<file path="src/hw/rtl/scaled_arithmetic_unit_macros.svh">
// assertion macros for the scaled arithmetic unit
`ifndef SCALED_ARITHMETIC_UNIT_MACROS_SVH
`define SCALED_ARITHMETIC_UNIT_MACROS_SVH

// same-cycle implication, checked at every rising edge outside reset
`define SCAU_ASSERT_IMP(lbl, clk, rst_n, ante, cons, msg) \
  lbl: assert property (@(posedge clk) disable iff (!rst_n) (ante) |-> (cons)) \
    else $error(msg);

// next-cycle implication
`define SCAU_ASSERT_NXT(lbl, clk, rst_n, ante, cons, msg) \
  lbl: assert property (@(posedge clk) disable iff (!rst_n) (ante) |=> (cons)) \
    else $error(msg);

`endif

</file>
<file path="src/hw/rtl/scau_pkg.sv">
// shared types and constants of the scaled arithmetic unit
`default_nettype none

package scau_pkg;

  localparam int unsigned HALF_SHIFT = 15;
  localparam logic [15:0] HALF_UNIT  = 16'o100000;

  // radix-2 divider geometry
  localparam int unsigned DIV_DVD_W = 48;
  localparam int unsigned DIV_DSR_W = 32;
  localparam int unsigned DIV_CNT_W = 6;
  localparam logic [DIV_CNT_W-1:0] DIV_BITS_WIDE = 6'd48;
  localparam logic [DIV_CNT_W-1:0] DIV_BITS_WORD = 6'd32;

  typedef enum logic [1:0] {
    CMD_MULT_ADD  = 2'd0,
    CMD_X_OVER_N  = 2'd1,
    CMD_XN_OVER_D = 2'd2,
    CMD_NONE      = 2'd3
  } cmd_e;

  typedef enum logic [3:0] {
    S_IDLE,
    S_DISPATCH,
    S_MUL_A,
    S_DIV_X,
    S_WAIT_X,
    S_MUL_T,
    S_MUL_U,
    S_CALC_U,
    S_DIV_U,
    S_WAIT_U,
    S_CALC_V,
    S_DIV_V,
    S_WAIT_V,
    S_FIN
  } state_e;

  typedef enum logic [3:0] {
    OP_NONE,
    OP_LOAD,
    OP_MUL_A,
    OP_MUL_T,
    OP_MUL_U,
    OP_CALC_U,
    OP_DIV_X,
    OP_DIV_U,
    OP_CALC_V,
    OP_DIV_V,
    OP_FIN
  } dp_op_e;

  typedef struct packed {
    logic [1:0]         command;
    logic signed [31:0] x_value;
    logic signed [31:0] multiplier;
    logic signed [31:0] addend;
    logic [30:0]        answer_bound;
    logic [16:0]        divisor;
  } in_item_t;

  typedef struct packed {
    logic signed [31:0] result;
    logic signed [31:0] remainder_out;
    logic               op_error;
    logic               error_seen;
  } out_item_t;

  typedef struct packed {
    dp_op_e op;
  } ctrl_t;

  typedef struct packed {
    cmd_e cmd;
    logic zero_div;
    logic div_done;
  } status_t;

endpackage

`default_nettype wire

</file>
<file path="src/hw/rtl/scau_ctrl.sv">
// controller: sequences one item through the datapath and runs both handshakes
`default_nettype none

`include "scaled_arithmetic_unit_macros.svh"

module scau_ctrl (
  input  logic               clk_i,
  input  logic               rst_ni,
  input  logic               in_valid_i,
  output logic               in_ready_o,
  output logic               out_valid_o,
  input  logic               out_ready_i,
  input  scau_pkg::status_t  stat_i,
  output scau_pkg::ctrl_t    ctrl_o
);

  scau_pkg::state_e state_q, state_d;
  logic             out_valid_q, out_valid_d;
  logic             slot_free;

  // result register may be reloaded when empty or drained this cycle
  assign slot_free = !out_valid_q || out_ready_i;

  always_comb begin
    state_d = state_q;
    unique case (state_q)
      scau_pkg::S_IDLE: begin
        if (in_valid_i) begin
          state_d = scau_pkg::S_DISPATCH;
        end
      end
      scau_pkg::S_DISPATCH: begin
        if (stat_i.zero_div) begin
          state_d = scau_pkg::S_FIN;
        end else begin
          unique case (stat_i.cmd)
            scau_pkg::CMD_MULT_ADD:  state_d = scau_pkg::S_MUL_A;
            scau_pkg::CMD_X_OVER_N:  state_d = scau_pkg::S_DIV_X;
            scau_pkg::CMD_XN_OVER_D: state_d = scau_pkg::S_MUL_T;
            scau_pkg::CMD_NONE:      state_d = scau_pkg::S_FIN;
          endcase
        end
      end
      scau_pkg::S_MUL_A:  state_d = scau_pkg::S_FIN;
      scau_pkg::S_DIV_X:  state_d = scau_pkg::S_WAIT_X;
      scau_pkg::S_WAIT_X: begin
        if (stat_i.div_done) begin
          state_d = scau_pkg::S_FIN;
        end
      end
      scau_pkg::S_MUL_T:  state_d = scau_pkg::S_MUL_U;
      scau_pkg::S_MUL_U:  state_d = scau_pkg::S_CALC_U;
      scau_pkg::S_CALC_U: state_d = scau_pkg::S_DIV_U;
      scau_pkg::S_DIV_U:  state_d = scau_pkg::S_WAIT_U;
      scau_pkg::S_WAIT_U: begin
        if (stat_i.div_done) begin
          state_d = scau_pkg::S_CALC_V;
        end
      end
      scau_pkg::S_CALC_V: state_d = scau_pkg::S_DIV_V;
      scau_pkg::S_DIV_V:  state_d = scau_pkg::S_WAIT_V;
      scau_pkg::S_WAIT_V: begin
        if (stat_i.div_done) begin
          state_d = scau_pkg::S_FIN;
        end
      end
      scau_pkg::S_FIN: begin
        if (slot_free) begin
          state_d = scau_pkg::S_IDLE;
        end
      end
      default: state_d = scau_pkg::S_IDLE;
    endcase
  end

  always_comb begin
    ctrl_o.op   = scau_pkg::OP_NONE;
    out_valid_d = out_valid_q && !out_ready_i;
    unique case (state_q)
      scau_pkg::S_IDLE: begin
        if (in_valid_i) begin
          ctrl_o.op = scau_pkg::OP_LOAD;
        end
      end
      scau_pkg::S_MUL_A:  ctrl_o.op = scau_pkg::OP_MUL_A;
      scau_pkg::S_DIV_X:  ctrl_o.op = scau_pkg::OP_DIV_X;
      scau_pkg::S_MUL_T:  ctrl_o.op = scau_pkg::OP_MUL_T;
      scau_pkg::S_MUL_U:  ctrl_o.op = scau_pkg::OP_MUL_U;
      scau_pkg::S_CALC_U: ctrl_o.op = scau_pkg::OP_CALC_U;
      scau_pkg::S_DIV_U:  ctrl_o.op = scau_pkg::OP_DIV_U;
      scau_pkg::S_CALC_V: ctrl_o.op = scau_pkg::OP_CALC_V;
      scau_pkg::S_DIV_V:  ctrl_o.op = scau_pkg::OP_DIV_V;
      scau_pkg::S_FIN: begin
        if (slot_free) begin
          ctrl_o.op   = scau_pkg::OP_FIN;
          out_valid_d = 1'b1;
        end
      end
      default: begin
      end
    endcase
  end

  always_ff @(posedge clk_i or negedge rst_ni) begin
    if (!rst_ni) begin
      state_q     <= scau_pkg::S_IDLE;
      out_valid_q <= 1'b0;
    end else begin
      state_q     <= state_d;
      out_valid_q <= out_valid_d;
    end
  end

  assign in_ready_o  = (state_q == scau_pkg::S_IDLE);
  assign out_valid_o = out_valid_q;

  `SCAU_ASSERT_IMP(a_fin_slot_free, clk_i, rst_ni, ctrl_o.op == scau_pkg::OP_FIN,
                   !out_valid_q || out_ready_i, "result register overwritten before transfer")
  `SCAU_ASSERT_NXT(a_accept_dispatch, clk_i, rst_ni, in_valid_i && in_ready_o,
                   state_q == scau_pkg::S_DISPATCH, "input transfer not followed by dispatch")
  `SCAU_ASSERT_IMP(a_valid_from_fin, clk_i, rst_ni, $rose(out_valid_q),
                   $past(state_q) == scau_pkg::S_FIN, "result shown without a finish step")

endmodule

`default_nettype wire

</file>
<file path="config.mk">
export PLATFORM = sky130hd
export DESIGN_NAME = scau_ctrl
export DESIGN_NICKNAME = d
export VERILOG_FILES = /design/src/hw/rtl/scau_pkg.sv /design/src/hw/rtl/scau_ctrl.sv
export VERILOG_INCLUDE_DIRS = /design/src /design/src/hw/rtl
export SDC_FILE = /design/constraint.sdc
export NUM_CORES = 1
export LEC_CHECK = 0
export ABC_AREA = 1
export BUFFER_PORTS_ARGS = -buffer_cell sky130_fd_sc_hd__buf_4
export CORE_AREA = 2 2 39 41
export DETAILED_ROUTE_END_ITERATION = 6
export DIE_AREA = 0 0 41 43
export PLACE_DENSITY = 0.7
export SLEW_MARGIN = 20
export SYNTH_ARGS = -nofsm -noshare
export SYNTH_HDL_FRONTEND = slang
export SYNTH_SLANG_ARGS = --single-unit
</file>
<file path="constraint.sdc">
create_clock -name clk_i -period 1.5 [get_ports clk_i]
set_input_delay 0 -clock clk_i [delete_from_list [all_inputs] [get_ports clk_i]]
set_output_delay 0 -clock clk_i [all_outputs]
set_load 0.05 [all_outputs]
</file>
; After elaboration in Yosys (flattened, before gate mapping)
; Cells that the tools add are included.
[word_totals]
reg_bits = 5
in_bits = 8
output_inout_bits = 6
elab_cells = 42
[op_classes]
n_eq_ne = 20
n_mux = 12
reduce_logical = 8
[ops]
columns = operator, count
row1 = $pmux 4 s13, 1
row2 = $pmux 4 s10, 1
row3 = $eq 4x4->1 const B, 6
row4 = $mux 4, 6
row5 = $eq 4x3->1 const B, 4
row6 = $pmux 4 s4, 1
row7 = $eq 4x2->1 const B, 2
row8 = $ne 2x2->1 const B, 3
row9 = $eq 2x2->1 const B, 2
row10 = $eq 4x1->1 const B, 1
row11 = $logic_not 4->1, 1
row12 = $reduce_and 4->1, 1
row13 = $mux 1, 3
row14 = $eq 2x1->1 const B, 1
row15 = $logic_not 1->1, 2
row16 = $logic_not 2->1, 1
row17 = $ne 2x1->1 const B, 1
row18 = $reduce_or 2->1, 1
row19 = $logic_and 1x1->1, 1
row20 = $logic_or 1x1->1, 1

; Logic depth before layout (Yosys ltp)
; Gate-level depths: netlist (run 1).
[depth]
ltp_word = 4
mapped_depth = 10
depth_no_buf = 9

; Worst setup path after synthesis (run 1)
; OpenSTA, ideal clock, no wires.
[synth_timing]
kind = register to output
from = register state_q[1]
to = output ctrl_o[0] (netlist name)
t_arrival_ns = 1.925
required_time_ns = 1.500
slack_ns = -0.425
stages_incl_launch_ff = 7
cell_sequence = dfrtp_1 -> buf_6 -> nor2_1 -> inv_1 -> nor2_1 -> a21oi_1 -> o221ai_1
[synth_lines]
columns = element, line
row1 = from (decl), scau_ctrl.sv:17  ; scau_pkg::state_e state_q, state_d;
row2 = from (signal assigned), scau_ctrl.sv:106  ; state_q <= scau_pkg::S_IDLE;
row3 = from (signal assigned), scau_ctrl.sv:109  ; state_q <= state_d;
row4 = to (decl), scau_ctrl.sv:14  ; output scau_pkg::ctrl_t ctrl_o

==> summary.md, run 1 <==
| Metric | Value |
|---|---|
| Status | `finished, final reports clean` |
| M1 GR Usage | `0.224` |
| Largest net degree at the start of global routing | `10` |
| Clock-pin slew on the worst setup and hold paths | `0.05 ns` |
| Worst skew pair latency | `0.25 ns` |
| Die area | `1760 um^2` |
| Slew Viols, Final | `0` |
| Yosys Warn Count | `0` |
| Crit path max-delay cell type | `dfrtp_2` |
| Antenna Cells | `0` |
| M2 GR Usage | `0.278` |
| Antenna-violating nets left | `0` |
| Post-synth top area share | `0.238` |
| Ordered cell list for the critical path | `nor2_4 -> inv_1 -> nor2_2 -> a21oi_1 -> o221ai_1 -> buf_4` |
| Data required, critical path | `1.50 ns` |
| Synth Flop Type | `dfrtp_1` |
| Area fraction in compound gates after synthesis | `0.114` |
| Number of CTS-inserted buffers | `3` |
| Simple-Gate Fraction of Synth Area | `0.513` |
| First-pass GRT wire length | `2260 um` |
| Commonest cells post-synth | `nand2_1, nor2_1, inv_1` |
| CTS max path bufs | `2` |
| Largest family of logic cells by synthesized area | `simple AND/OR/NAND/NOR gates` |
| Routed via count | `626` |
| FMAX | `699 MHz` |
| Post-DP Area | `622 um^2` |
| Post-synthesis sequential area ratio | `0.238` |
| Startpoint Class | `flip-flop` |
| Flop and latch count out of synthesis | `5` |
| Crit path largest cell delay | `0.48 ns` |
| Slew headroom | `0.840` |
| CTS tree | `built` |
| Ys async rst share | `1.00` |
| Post-synthesis mux area share | `0` |
| Critical Path Fanout Max | `8` |
| RePlAce Congestion | `0.822` |
| Crit path DAT | `1.43 ns` |
| Initial antenna violation count | `0` |
| Final instance area | `709 um^2` |
| Post-synth net total | `96` |
| FP Rows | `14` |
| WL final | `1410 um` |
| CP endpoint kind | `primary output` |
| Ratio of cells with drive above 1 in the final layout | `0.364` |
| CP Class | `reg2out` |
| Mapped Avg Cell Area | `5.99 um^2` |
| Tightest Pin Transition | `0.240 ns` |
| HP Class | `in2reg` |
| Starting Density | `0.381` |
| Core Area | `1380 um^2` |
| Crit share post-route | `0.953` |
| Unique masters post-synth | `19` |
| Max Cap Viol | `0` |
| Drt first-iter violations | `29` |
| Crit path time final | `1.43 ns` |
| Grt ovf | `0` |
| Final Net Count | `116` |
| Crit path max-delay family | `flip-flops` |
| Port bufs | `13` |
| Synth top area cells | `dfrtp_1, nand2_1, nor2_1, inv_1, nor2_2` |
| Clock sinks | `5` |
| Final Hold Slack | `0.0416 ns` |
| Gr busiest metal | `met2` |
| Post-DP HPWL | `1070 um` |
| # setup viols final | `0` |
| Die Ht | `43 um` |
| Synth-to-Final Area Change | `34.7%` |
| Finished Core Util | `0.513` |
| Synthesized area | `527 um^2` |
| DRC viols | `0` |
| Routed vias/inst | `5.09` |
| Post-Synth XOR/XNOR Area | `0` |
| First-pass iteration count of the detailed router | `4` |
| Adder and majority gate portion of the synthesized area | `0` |
| Clock root buffer | `clkbuf_4` |
| Die width | `41 um` |
| I/O Pins | `14` |
| Critical path buffer and inverter count | `2` |
| Worst Clk Skew | `0.00597 ns` |
| Cell count after synthesis | `88` |
| Wirelength per Cell | `11.4 um` |
| Post-synth EDFFs | `0` |
| Most frequent cell after synthesis | `nand2_1` |
| Total GRT Usage | `0.186` |
| # H-tree levels | `1` |
| Synth area leader | `dfrtp_1` |
| Vias in the first global route | `580` |
| Final Hold Vio Count | `0` |
| GR Layer Usage met3 | `0.0471` |
-- state kept, by name (all words and copies together) (netlist names) --
| name | cells |
|---|---|
| out_valid_o | 1 |
| state_q | 4 |
-- routing by layer --
layer  share of wire  routed length [um]
met1            0.41                 582
met2            0.48                 676
met3           0.063                  89
met4           0.041                  57
met5               0                   0
-- layout make-up --
class	count	area (um^2)
Multi-Input combinational cell	69	345
Fill cell	141	674
Inverter	12	45.0
Tap cell	16	20.0
Timing Repair Buffer	17	141
Clock buffer	4	26.3
Sequential cell	5	131
-- worst reg2reg max path: cells and delay by family (launching register included) --
kind            cells  cell delay [ns]
compound gates      1             0.12
buf+inv             1             0.17
flops               1             0.48
simple gates        5             0.39
-- final timing paths --
path                            startpoint          end  slack, ns  cells after the start
worst max-delay path            state_q[1]    ctrl_o[0]       0.07                      6
worst min-delay path             stat_i[1]   state_q[1]       0.04                      4
worst max register to register  state_q[1]   state_q[0]       0.21                      7
worst min register to register  state_q[3]   state_q[3]       0.58                      2
max in group asynchronous           rst_ni  out_valid_o       1.28                      2
min in group asynchronous           rst_ni   state_q[1]       0.09                      2
-- repair_timing --
item | CTS | global route
hold endpoints to repair | 5 | 0
gates resized for setup | 3 | 7
setup buffers | 0 | 3
setup endpoints to repair | 3 | 4
hold buffers | 1 | 0
pin swaps | 0 | 2
-- through the flow --
stage                     setup WS (ns)  setup TNS (ns)  cells
after floorplan                  -0.170          -0.170     88
after global placement            0.187               0    115
after detailed placement          0.191               0    115
after CTS                        0.0212               0    120
after global routing            -0.0182         -0.0307    123
final                            0.0698               0    123
-- cells in the final DEF (no fill, tap or decap), drive strengths merged --
cell type    netlist  routed
nand3b             2       2
a21oi              4       4
nand3              4       4
a31oi              1       1
o21ai              5       5
buf                2      16
inv               12      12
nand4              1       1
dfrtp              5       5
nand2             35      35
dlygate4sd3        0       1
clkbuf             0       4
nor2              16      16
o221ai             1       1
-- cell families after synthesis --
| logic type | count (synthesis) |
|---|---|
| buffers and inverters | 14 |
| AO/OA/AOI/OAI | 11 |
| flip-flops | 5 |
| AND/OR/NAND/NOR | 58 |
Power of run 1 is left out: the tool's default activity adds up to more than one toggle a clock period on the data nets, which glitch-free logic cannot reach.
==> run 2, diff against run 1 <==
- CTS_BUF_LIST: not set -> sky130_fd_sc_hd__clkbuf_2 sky130_fd_sc_hd__clkbuf_4 sky130_fd_sc_hd__clkbuf_8
- RECOVER_POWER: not set -> 25
- clock period: 1.5 -> 1.8 ns (I/O delays scaled with it)
==> run 2 against run 1 <==
- via count is 3.8% lower
- hold slack improved by 0.016 ns
- die area is the same
- critical endpoint is now ctrl_o[2]
- flip-flop and latch count unchanged
- final cell count fell by 2.4%
- sequential share of layout area rose by 0.53 points
- clock skew decreased by 0.0023 ns
- global-route usage is 1.3 points lower
- utilization decreased by 3.8 points
- cell area down 7.4%
- critical path type unchanged
==> summary.md, run 2 (synthesis gave the netlist of run 1 again) <==
| Metric | Value |
|---|---|
| Final Net Count | `113 (was 116)` |
| Clock-pin slew on the worst setup and hold paths | `0.04 ns (was 0.05 ns)` |
| Max Cap Viol | `0 (unchanged)` |
| Crit path time final | `1.63 ns` |
| Die area | `1760 um^2 (unchanged)` |
| Hold depth | `4 (unchanged)` |
| Startpoint Class | `flip-flop (unchanged)` |
| Initial antenna violation count | `0 (unchanged)` |
| Critical Path Stages | `6 (unchanged)` |
| Grt ovf | `0 (unchanged)` |
| Largest net degree at the start of global routing | `10 (unchanged)` |
| Crit path largest cell delay | `0.49 ns (was 0.48 ns)` |
| Number of CTS-inserted buffers | `3 (unchanged)` |
| Fin Setup TNS | `0 ns (unchanged)` |
| Crit path max-delay family | `flip-flops (unchanged)` |
| Max FFs per register | `4 (unchanged)` |
| Critical Path Fanout Max | `9 (was 8)` |
| Wirelength per Cell | `10.7 um (was 11.4 um)` |
| FP Rows | `14 (unchanged)` |
| I/O Pins | `14 (unchanged)` |
| Slew headroom | `0.771 (was 0.840)` |
| Final Hold Slack | `0.0578 ns (was 0.0416 ns)` |
| Crit share post-route | `0.903` |
| Filler cells | `149 (was 141)` |
| Antenna-violating nets left | `0 (unchanged)` |
| Total GRT Usage | `0.174 (was 0.186)` |
| Tightest Pin Transition | `0.344 ns (was 0.240 ns)` |
| Setup bufs post-CTS | `0 (unchanged)` |
| Antenna Cells | `0 (unchanged)` |
| Critical path buffer and inverter count | `2 (unchanged)` |
| Die width | `41 um (unchanged)` |
| Status | `finished, final reports clean (unchanged)` |
| Cells on worst reg2reg path | `6 (was 7)` |
| Die Ht | `43 um (unchanged)` |
| CTS max path bufs | `2 (unchanged)` |
| RSZ-0062 raised after global routing | `false` |
| Core Area | `1380 um^2 (unchanged)` |
| Vias in the first global route | `528 (was 580)` |
| FMAX | `615 MHz` |
| Crit path max-delay cell type | `dfrtp_1 (was dfrtp_2)` |
| RePlAce Congestion | `0.898 (was 0.822)` |
| Finished Core Util | `0.475 (was 0.513)` |
| Ordered cell list for the critical path | `nor2_1 -> inv_1 -> nor2_1 -> a31oi_1 -> o21ai_0 -> buf_4 (was nor2_4 -> inv_1 -> nor2_2 -> a21oi_1 -> o221ai_1 -> buf_4)` |
| Clock sinks | `5 (unchanged)` |
| Starting Density | `0.381 (unchanged)` |
| Drt first-iter violations | `32 (was 29)` |
| Most Frequent Cell on Critical Path | `nor2_1` |
| Crit path DAT | `1.63 ns (was 1.43 ns)` |
| Routed vias/inst | `5.02 (was 5.09)` |
| Synth-to-Final Area Change | `24.7% (was 34.7%)` |
| Multi-input logic area | `333 um^2 (was 345 um^2)` |
| Flip-flop and latch area | `125 um^2 (was 131 um^2)` |
| CP endpoint kind | `primary output (unchanged)` |
| DRC viols | `0 (unchanged)` |
| Cts repair resizes | `0 (was 3)` |
| Data required, critical path | `1.80 ns (was 1.50 ns)` |
| CP Class | `reg2out (unchanged)` |
| Post-DP Area | `621 um^2 (was 622 um^2)` |
| Worst Clk Skew | `0.00372 ns (was 0.00597 ns)` |
| # setup viols final | `0 (unchanged)` |
| HP Class | `in2reg (unchanged)` |
| # H-tree levels | `1 (unchanged)` |
| Post-DP HPWL | `1020 um (was 1070 um)` |
| Commonest non-fill, non-tap cell in the layout | `nand2_1 (unchanged)` |
| Final Hold Vio Count | `0 (unchanged)` |
| Most flops, register | `state_q (unchanged)` |
| First-pass iteration count of the detailed router | `4 (unchanged)` |
| Final instance area | `657 um^2 (was 709 um^2)` |
| Port bufs | `13 (unchanged)` |
| Routed via count | `602 (was 626)` |
| Clock root buffer | `clkbuf_4 (unchanged)` |
| CTS tree | `built (unchanged)` |
| Slew Viols, Final | `0 (unchanged)` |
| Ratio of cells with drive above 1 in the final layout | `0.288 (was 0.364)` |
| WL final | `1280 um (was 1410 um)` |
| First-pass GRT wire length | `2100 um (was 2260 um)` |
| Most frequent cells in the layout | `nand2_1, buf_4, nor2_1, inv_1 (was nand2_1, buf_4, inv_1, nor2_1, dfrtp_2)` |
| Worst skew pair latency | `0.24 ns (was 0.25 ns)` |
-- run 2: cell count changes in the layout (fill, tap and decap cells not counted), moves of 2 or more --
cell,change
dfrtp_1,+5
buf_6,-3
dfrtp_2,-5
o21ai_1,-2
o21ai_0,+2
nor2_4,-2
-- run 2: final timing paths --
check,slack (ns),startpoint,endpoint
max,0.17,state_q[1],ctrl_o[2]
min,0.06,stat_i[1],state_q[1]
max reg2reg,0.49,state_q[1],state_q[3]
min reg2reg,0.63,state_q[3],state_q[3]
max in group asynchronous,1.47,rst_ni,state_q[3]
min in group asynchronous,0.13,rst_ni,out_valid_o
-- run 2: layout make-up --
cell class	instances	share of cell area
Timing Repair Buffer	14	0.158
Multi-Input combinational cell	69	0.507
Sequential cell	5	0.190
Inverter	12	0.0686
Tap cell	16	0.0305
Clock buffer	4	0.0457
-- run 2: worst reg2reg max path: cells and delay by family (launching register included) --
| family | cells | cell delay, ns |
|---|---|---|
| AOI/OAI and AO/OA | 1 | 0.16 |
| and+or+nand+nor | 5 | 0.55 |
| DFF | 1 | 0.49 |
-- run 2: stage by stage --
step	std cells	setup WS, ns
final	120	0.175
after global routing	120	0.0703
after CTS	120	0.205
after detailed placement	115	0.469
after global placement	115	0.443
after floorplan	88	0.0768
-- run 2: metal layers --
metal / share of wire / GRT usage / up-vias
li1: - / - / 307
met1: 0.39 / 0.200 / 252
met2: 0.50 / 0.263 / 37
met3: 0.091 / 0.0471 / 6
met4: 0.023 / 0.120 / 0
met5: 0 / 0 / -
-- run 2: what timing repair did --
| item | CTS | global route |
|---|---|---|
| hold buffers | 1 | 0 |
| setup endpoints to repair | 0 | 0 |
| hold endpoints to repair | 5 | 0 |
Power of run 2 is left out for the same reason.
